===== src/design/bmh_pkg.sv =====
// ----------------------------------------------------------------------------
// bmh_pkg
// Shared types and codes for the binary max-heap engine.
// ----------------------------------------------------------------------------
package bmh_pkg;

    localparam logic [2:0] FN_APPEND = 3'd0;
    localparam logic [2:0] FN_BUILD  = 3'd1;
    localparam logic [2:0] FN_DELMAX = 3'd2;
    localparam logic [2:0] FN_UPDATE = 3'd3;
    localparam logic [2:0] FN_DELAT  = 3'd4;

    localparam logic [1:0] ST_OK    = 2'd0;
    localparam logic [1:0] ST_EMPTY = 2'd1;
    localparam logic [1:0] ST_RANGE = 2'd2;
    localparam logic [1:0] ST_FULL  = 2'd3;

    typedef struct packed {
        logic [2:0]         func;
        logic [9:0]         slot;
        logic signed [31:0] key_in;
    } req_t;

    typedef struct packed {
        logic [1:0]         status;
        logic signed [31:0] top_key;
        logic signed [31:0] removed_key;
        logic [10:0]        entry_count;
    } rsp_t;

    typedef enum logic [4:0] {
        S_IDLE,
        S_DECODE,
        S_DM_A,
        S_DM_B,
        S_UP_OLD,
        S_DA_OLD,
        S_DA_LAST,
        S_BLD_NEXT,
        S_BLD_LD,
        S_SD,
        S_SD_L,
        S_SD_R,
        S_SD_ONE,
        S_SU,
        S_SU_P,
        S_TOP,
        S_FIN
    } state_t;

    typedef enum logic [1:0] {MEM_NONE, MEM_RD, MEM_WR} mem_t;

    typedef enum logic [2:0] {
        ADR_ZERO, ADR_CNT, ADR_CNTM1, ADR_SLOT, ADR_IDX, ADR_LEFT, ADR_RIGHT,
        ADR_PARENT
    } adr_t;

    typedef enum logic [1:0] {WD_KEY, WD_V, WD_REMOVED, WD_RDATA} wd_t;

    typedef enum logic [2:0] {
        IDX_ZERO, IDX_SLOT, IDX_LEFT, IDX_CHILD, IDX_PARENT, IDX_BLD
    } isel_t;

    typedef struct packed {
        logic       latch;
        mem_t       mem;
        adr_t       adr;
        wd_t        wd;
        logic       wd_child;
        logic       st_ld;
        logic [1:0] st_val;
        logic       cnt_inc;
        logic       cnt_dec;
        logic       rem_ld;
        logic       v_ld;
        logic       v_key;
        logic       lv_ld;
        logic       idx_ld;
        isel_t      isel;
        logic       bld_init;
        logic       bld_dec;
        logic       bld_rd;
        logic       out_ld;
    } cmd_t;

    typedef struct packed {
        logic [2:0] op;
        logic       empty;
        logic       full;
        logic       slot_oob;
        logic       r_in;
        logic       l_in;
        logic       idx_zero;
        logic       bld_zero;
        logic       old_lt_key;
        logic       old_gt_key;
        logic       last_gt_rem;
        logic       last_lt_rem;
        logic       child_gt_v;
        logic       rd_gt_v;
        logic       rd_lt_v;
        logic       out_free;
    } stat_t;

endpackage


===== src/design/bmh_ctrl.sv =====
// ----------------------------------------------------------------------------
// bmh_ctrl
// Sequencer for the heap operations: drives memory and register commands.
// ----------------------------------------------------------------------------
module bmh_ctrl (
    input  logic           clk,
    input  logic           rst_n,
    input  logic           req_valid,
    output logic           req_ready,
    input  bmh_pkg::stat_t stat,
    output bmh_pkg::cmd_t  cmd
);

    bmh_pkg::state_t state_reg, state_next;

    always_ff @(posedge clk or negedge rst_n)
    begin
        if (!rst_n)
        begin
            state_reg <= bmh_pkg::S_IDLE;
        end
        else
        begin
            state_reg <= state_next;
        end
    end

    // next state
    always_comb
    begin
        state_next = state_reg;
        unique case (state_reg)
            bmh_pkg::S_IDLE:
            begin
                if (req_valid)
                begin
                    state_next = bmh_pkg::S_DECODE;
                end
            end
            bmh_pkg::S_DECODE:
            begin
                unique case (stat.op)
                    bmh_pkg::FN_APPEND: state_next = bmh_pkg::S_TOP;
                    bmh_pkg::FN_BUILD:  state_next = bmh_pkg::S_BLD_NEXT;
                    bmh_pkg::FN_DELMAX:
                        state_next = stat.empty ? bmh_pkg::S_TOP : bmh_pkg::S_DM_A;
                    bmh_pkg::FN_UPDATE:
                        state_next = (stat.empty || stat.slot_oob) ? bmh_pkg::S_TOP
                                                                   : bmh_pkg::S_UP_OLD;
                    bmh_pkg::FN_DELAT:
                        state_next = (stat.empty || stat.slot_oob) ? bmh_pkg::S_TOP
                                                                   : bmh_pkg::S_DA_OLD;
                    default: state_next = bmh_pkg::S_TOP;
                endcase
            end
            bmh_pkg::S_DM_A:  state_next = bmh_pkg::S_DM_B;
            bmh_pkg::S_DM_B:  state_next = bmh_pkg::S_SD;
            bmh_pkg::S_UP_OLD:
            begin
                if (stat.old_lt_key)
                begin
                    state_next = bmh_pkg::S_SU;
                end
                else if (stat.old_gt_key)
                begin
                    state_next = bmh_pkg::S_SD;
                end
                else
                begin
                    state_next = bmh_pkg::S_TOP;
                end
            end
            bmh_pkg::S_DA_OLD: state_next = bmh_pkg::S_DA_LAST;
            bmh_pkg::S_DA_LAST:
            begin
                if (stat.slot_oob)
                begin
                    state_next = bmh_pkg::S_TOP;
                end
                else if (stat.last_gt_rem)
                begin
                    state_next = bmh_pkg::S_SU;
                end
                else if (stat.last_lt_rem)
                begin
                    state_next = bmh_pkg::S_SD;
                end
                else
                begin
                    state_next = bmh_pkg::S_TOP;
                end
            end
            bmh_pkg::S_BLD_NEXT:
                state_next = stat.bld_zero ? bmh_pkg::S_TOP : bmh_pkg::S_BLD_LD;
            bmh_pkg::S_BLD_LD: state_next = bmh_pkg::S_SD;
            bmh_pkg::S_SD:
            begin
                if (stat.r_in)
                begin
                    state_next = bmh_pkg::S_SD_L;
                end
                else if (stat.l_in)
                begin
                    state_next = bmh_pkg::S_SD_ONE;
                end
                else
                begin
                    state_next = (stat.op == bmh_pkg::FN_BUILD) ? bmh_pkg::S_BLD_NEXT
                                                                : bmh_pkg::S_TOP;
                end
            end
            bmh_pkg::S_SD_L: state_next = bmh_pkg::S_SD_R;
            bmh_pkg::S_SD_R:
            begin
                if (stat.child_gt_v)
                begin
                    state_next = bmh_pkg::S_SD;
                end
                else
                begin
                    state_next = (stat.op == bmh_pkg::FN_BUILD) ? bmh_pkg::S_BLD_NEXT
                                                                : bmh_pkg::S_TOP;
                end
            end
            bmh_pkg::S_SD_ONE:
            begin
                if (stat.rd_gt_v)
                begin
                    state_next = bmh_pkg::S_SD;
                end
                else
                begin
                    state_next = (stat.op == bmh_pkg::FN_BUILD) ? bmh_pkg::S_BLD_NEXT
                                                                : bmh_pkg::S_TOP;
                end
            end
            bmh_pkg::S_SU:
                state_next = stat.idx_zero ? bmh_pkg::S_TOP : bmh_pkg::S_SU_P;
            bmh_pkg::S_SU_P:
                state_next = stat.rd_lt_v ? bmh_pkg::S_SU : bmh_pkg::S_TOP;
            bmh_pkg::S_TOP: state_next = bmh_pkg::S_FIN;
            bmh_pkg::S_FIN:
            begin
                if (stat.out_free)
                begin
                    state_next = bmh_pkg::S_IDLE;
                end
            end
            default: state_next = bmh_pkg::S_IDLE;
        endcase
    end

    // outputs
    always_comb
    begin
        cmd        = '0;
        cmd.mem    = bmh_pkg::MEM_NONE;
        cmd.adr    = bmh_pkg::ADR_ZERO;
        cmd.wd     = bmh_pkg::WD_V;
        cmd.isel   = bmh_pkg::IDX_ZERO;
        cmd.st_val = bmh_pkg::ST_OK;
        req_ready  = 1'b0;
        unique case (state_reg)
            bmh_pkg::S_IDLE:
            begin
                req_ready = 1'b1;
                cmd.latch = req_valid;
            end
            bmh_pkg::S_DECODE:
            begin
                cmd.st_ld = 1'b1;
                unique case (stat.op) inside
                    bmh_pkg::FN_APPEND:
                    begin
                        if (stat.full)
                        begin
                            cmd.st_val = bmh_pkg::ST_FULL;
                        end
                        else
                        begin
                            cmd.mem     = bmh_pkg::MEM_WR;
                            cmd.adr     = bmh_pkg::ADR_CNT;
                            cmd.wd      = bmh_pkg::WD_KEY;
                            cmd.cnt_inc = 1'b1;
                        end
                    end
                    bmh_pkg::FN_BUILD:
                    begin
                        cmd.bld_init = 1'b1;
                    end
                    bmh_pkg::FN_DELMAX:
                    begin
                        if (stat.empty)
                        begin
                            cmd.st_val = bmh_pkg::ST_EMPTY;
                        end
                        else
                        begin
                            cmd.mem = bmh_pkg::MEM_RD;
                            cmd.adr = bmh_pkg::ADR_ZERO;
                        end
                    end
                    bmh_pkg::FN_UPDATE, bmh_pkg::FN_DELAT:
                    begin
                        if (stat.empty)
                        begin
                            cmd.st_val = bmh_pkg::ST_EMPTY;
                        end
                        else if (stat.slot_oob)
                        begin
                            cmd.st_val = bmh_pkg::ST_RANGE;
                        end
                        else
                        begin
                            cmd.mem = bmh_pkg::MEM_RD;
                            cmd.adr = bmh_pkg::ADR_SLOT;
                        end
                    end
                    default: cmd.st_val = bmh_pkg::ST_RANGE;
                endcase
            end
            bmh_pkg::S_DM_A:
            begin
                cmd.rem_ld  = 1'b1;
                cmd.cnt_dec = 1'b1;
                cmd.mem     = bmh_pkg::MEM_RD;
                cmd.adr     = bmh_pkg::ADR_CNTM1;
            end
            bmh_pkg::S_DM_B:
            begin
                cmd.mem    = bmh_pkg::MEM_WR;
                cmd.adr    = bmh_pkg::ADR_CNT;
                cmd.wd     = bmh_pkg::WD_REMOVED;
                cmd.v_ld   = 1'b1;
                cmd.idx_ld = 1'b1;
                cmd.isel   = bmh_pkg::IDX_ZERO;
            end
            bmh_pkg::S_UP_OLD:
            begin
                cmd.v_ld   = 1'b1;
                cmd.v_key  = 1'b1;
                cmd.idx_ld = 1'b1;
                cmd.isel   = bmh_pkg::IDX_SLOT;
            end
            bmh_pkg::S_DA_OLD:
            begin
                cmd.rem_ld  = 1'b1;
                cmd.cnt_dec = 1'b1;
                cmd.mem     = bmh_pkg::MEM_RD;
                cmd.adr     = bmh_pkg::ADR_CNTM1;
            end
            bmh_pkg::S_DA_LAST:
            begin
                cmd.v_ld   = 1'b1;
                cmd.idx_ld = 1'b1;
                cmd.isel   = bmh_pkg::IDX_SLOT;
            end
            bmh_pkg::S_BLD_NEXT:
            begin
                if (!stat.bld_zero)
                begin
                    cmd.bld_dec = 1'b1;
                    cmd.bld_rd  = 1'b1;
                    cmd.mem     = bmh_pkg::MEM_RD;
                end
            end
            bmh_pkg::S_BLD_LD:
            begin
                cmd.v_ld   = 1'b1;
                cmd.idx_ld = 1'b1;
                cmd.isel   = bmh_pkg::IDX_BLD;
            end
            bmh_pkg::S_SD:
            begin
                if (stat.r_in || stat.l_in)
                begin
                    cmd.mem = bmh_pkg::MEM_RD;
                    cmd.adr = bmh_pkg::ADR_LEFT;
                end
                else
                begin
                    cmd.mem = bmh_pkg::MEM_WR;
                    cmd.adr = bmh_pkg::ADR_IDX;
                    cmd.wd  = bmh_pkg::WD_V;
                end
            end
            bmh_pkg::S_SD_L:
            begin
                cmd.lv_ld = 1'b1;
                cmd.mem   = bmh_pkg::MEM_RD;
                cmd.adr   = bmh_pkg::ADR_RIGHT;
            end
            bmh_pkg::S_SD_R:
            begin
                cmd.mem = bmh_pkg::MEM_WR;
                cmd.adr = bmh_pkg::ADR_IDX;
                if (stat.child_gt_v)
                begin
                    cmd.wd_child = 1'b1;
                    cmd.idx_ld   = 1'b1;
                    cmd.isel     = bmh_pkg::IDX_CHILD;
                end
                else
                begin
                    cmd.wd = bmh_pkg::WD_V;
                end
            end
            bmh_pkg::S_SD_ONE:
            begin
                cmd.mem = bmh_pkg::MEM_WR;
                cmd.adr = bmh_pkg::ADR_IDX;
                if (stat.rd_gt_v)
                begin
                    cmd.wd     = bmh_pkg::WD_RDATA;
                    cmd.idx_ld = 1'b1;
                    cmd.isel   = bmh_pkg::IDX_LEFT;
                end
                else
                begin
                    cmd.wd = bmh_pkg::WD_V;
                end
            end
            bmh_pkg::S_SU:
            begin
                if (stat.idx_zero)
                begin
                    cmd.mem = bmh_pkg::MEM_WR;
                    cmd.adr = bmh_pkg::ADR_IDX;
                    cmd.wd  = bmh_pkg::WD_V;
                end
                else
                begin
                    cmd.mem = bmh_pkg::MEM_RD;
                    cmd.adr = bmh_pkg::ADR_PARENT;
                end
            end
            bmh_pkg::S_SU_P:
            begin
                cmd.mem = bmh_pkg::MEM_WR;
                cmd.adr = bmh_pkg::ADR_IDX;
                if (stat.rd_lt_v)
                begin
                    cmd.wd     = bmh_pkg::WD_RDATA;
                    cmd.idx_ld = 1'b1;
                    cmd.isel   = bmh_pkg::IDX_PARENT;
                end
                else
                begin
                    cmd.wd = bmh_pkg::WD_V;
                end
            end
            bmh_pkg::S_TOP:
            begin
                cmd.mem = bmh_pkg::MEM_RD;
                cmd.adr = bmh_pkg::ADR_ZERO;
            end
            bmh_pkg::S_FIN:
            begin
                cmd.out_ld = stat.out_free;
            end
            default: cmd.out_ld = 1'b0;
        endcase
    end

endmodule


===== config.mk =====
export PLATFORM = sky130hd
export DESIGN_NAME = bmh_ctrl
export DESIGN_NICKNAME = d
export VERILOG_FILES = /design/src/design/bmh_pkg.sv /design/src/design/bmh_ctrl.sv
export SDC_FILE = /design/constraint.sdc
export NUM_CORES = 1
export LEC_CHECK = 0
export ABC_AREA = 1
export CAP_MARGIN = 20
export CELL_PAD_IN_SITES_DETAIL_PLACEMENT = 1
export CELL_PAD_IN_SITES_GLOBAL_PLACEMENT = 1
export CORE_MARGIN = 5
export CORE_UTILIZATION = 39
export DETAILED_ROUTE_END_ITERATION = 10
export DONT_BUFFER_PORTS = 1
export GPL_TIMING_DRIVEN = 0
export PLACE_DENSITY_LB_ADDON = 0.1
export SETUP_SLACK_MARGIN = 0.05
export SYNTH_ARGS = -nofsm -noshare
export SYNTH_HDL_FRONTEND = slang
export SYNTH_SLANG_ARGS = --single-unit
export TNS_END_PERCENT = 100

===== constraint.sdc =====
create_clock -name clk -period 1.85 [get_ports clk]
set_clock_uncertainty 0.1 [all_clocks]
set_input_delay 0.2775 -clock clk [delete_from_list [all_inputs] [get_ports clk]]
set_output_delay 0.2775 -clock clk [all_outputs]
set_load 0.01 [all_outputs]

==> summary.txt <==
Timing
  • F_max: 519 MHz
  • Min Tclk post-route: 1.93 ns
  • Worst Setup Slack, final: -0.0759 ns
  • Max_slew headroom: 0.752
  • Period utilisation layout: 1.04
  • Hold Fails Final Rpt: 0
  • RSZ-0062 raised after global routing: yes
  • Slew Limit Fails: 0
  • # setup viols final: 9
  • Hold WS: 0.212 ns
  • Worst slew pin tran: 0.370 ns

Setup path
  • Critical path type: reg -> out
  • Slowest CP cell: dfrtp_2
  • Setup crit end kind: output pin
  • CP dominant cell by count: nand2_2
  • Reg2reg start: state_reg[3]
  • Max incr delay on CP: 0.45 ns
  • Worst reg-to-reg setup slack: 0.06 ns
  • R2r worst-path depth: 11
  • Critical Path RT: 1.47 ns
  • Critical path launch point type: flip-flop
  • Critical-path cell list: buf_12 > nor2_4 > nand2_2 > nor2_2 > nand2_2 > nand2_2 > inv_2 > nand4_1
  • Critical Path AT: 1.55 ns
  • Reg-to-Reg End: state_reg[2]
  • Crit Path Max Fanout: 3

Logic synthesis
  • Synth Register Bits: 5
  • Synth Area in Adders: 0
  • Complex-gate fraction of the synthesized area: 0.120
  • Asr flop ratio synth: 1.00
  • Netlist cell types: 27
  • Synthesized area per cell: 5.25 µm²
  • Mux cell area share after synthesis: 0
  • Register area share after synthesis: 0.125
  • Ys flop type: dfrtp_1
  • Largest family of logic cells by synthesized area: simple AND/OR/NAND/NOR gates
  • Warnings, synthesis: 0
  • Synth Instances: 191
  • Post-Syn Area: 1000 µm²
  • Syn_nets: 212
  • Synth Area in Simple Gates: 0.610
  • XOR/XNOR Fraction of Synth Area: 0
  • Number of flops mapped to enable cells by yosys: 0

Finish
  • Share of post-route cells with drive strength above 1: 0.441
  • Area Growth Syn to Fin: 43.5%
  • Final net count: 242
  • Fin cells: 250
  • N_diodes: 0
  • Largest register FFs: 5

Min path
  • Hold path endpoint: state_reg[3]
  • Hold Startpoint: stat[14]
  • Min-Delay Path Class: in -> reg
  • Hold Crit Depth: 4

Route
  • Post-route ant nets: 0
  • DRC violation total after the first TritonRoute iteration: 121
  • Via Count: 1405
  • Post-DR wirelength/cell: 19.5 µm
  • TritonRoute pass-1 iters: 4
  • Final WL: 4890 µm
  • Drt drc: 0
  • Via-to-Cell Ratio: 5.62

Die
  • Core ar.: 2480 µm²
  • Die Y-Extent: 60.7 µm
  • Initial Utilization: 0.405
  • Number of I/O pins: 48
  • Die footprint: 3690 µm²
  • Die Wd: 60.7 µm
  • Cell Rows: 18

Global route
  • Vias in the first global route: 1520
  • First-pass GRT wire length: 7080 µm
  • Pin count of the biggest net entering global routing: 9
  • Total gr overflow: 0
  • Total track usage: 0.260
  • Initial antenna violation count: 0

Power and ir drop
  • VDD IR max: 849 µV
  • Final Total Pwr: 0.00254 W
  • PD cells: 1760 nW/µm²
  • Leakage Power: 0.766 nW

CTS
  • TritonCTS clock tree: done
  • Clk slew on worst S/H paths: 0.05 ns
  • H-tree depth: 1
  • Clock Tree Buf Depth: 2
  • Worst-Skew Late Latency: 0.25 ns
  • Root Driver: clkbuf_4
  • CTS sink cnt: 5
  • Num CTS Buffers: 3

Place
  • Dpl ws: -0.0771 ns
  • Placed insts: 221
  • Detailed placement HPWL: 3070 µm
  • Routability cong.: 0.888
  • I/O Buffers: 0

Run status
  • Status: finished with violations
  • Failing checks: setup timing

Run
  • Max-Cap Viols: 0
-- stage by stage --
stage / util / setup TNS [ns] / instance area, µm²
after floorplan: - / 0 / 1000
after global placement: 0.420 / -0.0856 / 1040
after global routing: 0.581 / -0.992 / 1440
final: 0.581 / -0.311 / 1440
after CTS: 0.527 / -0.0514 / 1310
after detailed placement: 0.420 / -0.122 / 1040
-- cell families after synthesis --
kind of cell	after synthesis
AOI/OAI and AO/OA	21
buffers and inverters	37
DFF	5
and+or+nand+nor	128
-- report_power, final --
group / internal [W] / total [W] / switching, W
combinational: 0.000779 / 0.00209 / 0.00131
sequential: 0.000175 / 0.000316 / 0.000141
clock: 0.0000820 / 0.000134 / 0.0000524
-- how the worst max path moves through the flow --
stage / startpoint / to / slack [ns] / cells after the start
2_1_floorplan: state_reg[2] / cmd[20] / 0.19 / 7
3_3_place_gp: state_reg[2] / cmd[20] / -0.06 / 7
3_5_place_dp: state_reg[2] / cmd[20] / -0.08 / 7
4_1_cts: state_reg[3] / cmd[20] / -0.02 / 7
5_1_grt: state_reg[3] / cmd[7] / -0.15 / 6
6_report: state_reg[4] / cmd[7] / -0.08 / 8
-- layout by cell type (no fill, tap or decap), types with 2 or more instances in the layout --
| cell | n |
|---|---|
| nand2_1 | 30 |
| nand2_2 | 16 |
| dfrtp_2 | 5 |
| nor2_4 | 11 |
| nand4_1 | 4 |
| inv_1 | 21 |
| nand3_4 | 2 |
| o21ai_1 | 3 |
| nand2_4 | 3 |
| nor2_1 | 33 |
| nor2_2 | 8 |
| a21oi_1 | 3 |
| nor3_2 | 2 |
| o21ai_0 | 7 |
| inv_4 | 3 |
| nand3_2 | 4 |
| nand3_1 | 13 |
| clkbuf_4 | 3 |
| inv_2 | 10 |
| buf_6 | 2 |
| buf_4 | 23 |
-- routing by layer --
metal,global-route usage,part of all wire
met1,0.292,0.37
met2,0.476,0.52
met3,0.0447,0.068
met5,0,0
met4,0.118,0.043
-- area by class of cell --
cell class	instances	area, µm²
well taps	30	37.5
flip-flops and latches	5	131
multi-input cells	149	880
plain buffers	2	15.0
fillers	353	1040
repair buffers	25	210
inverters	35	140
clock buffers	4	26.3
-- synth_stat cells (2+ instances only) --
library cell,n,share of area
nor2_1,41,0.15
nand3_2,3,0.030
o21ai_1,2,0.010
dfrtp_1,5,0.12
buf_4,2,0.015
nand2_1,43,0.16
inv_1,27,0.10
a21oi_1,5,0.025
nand3_1,16,0.080
nor2_2,7,0.044
nand2_2,5,0.031
nand4_1,4,0.025
inv_2,7,0.026
nor2_4,4,0.045
o21ai_0,8,0.040
-- critical path, delay by kind of cell, from the launching register on --
family,cells,cell delay (ns)
flip-flops,1,0.45
AND/OR/NAND/NOR,6,0.65
buffers and inverters,2,0.19
-- what timing repair did --
| action | in CTS | in global routing |
|---|---|---|
| endpoints found under the hold margin | 5 | 0 |
| endpoints found under the setup margin | 19 | 17 |
| gates resized for setup | 35 | 22 |
| hold buffers | 1 | 0 |
| setup buffers | 16 | 8 |
| pin swaps | 12 | 13 |
No activity file was read; power rests on OpenSTA's default activity.
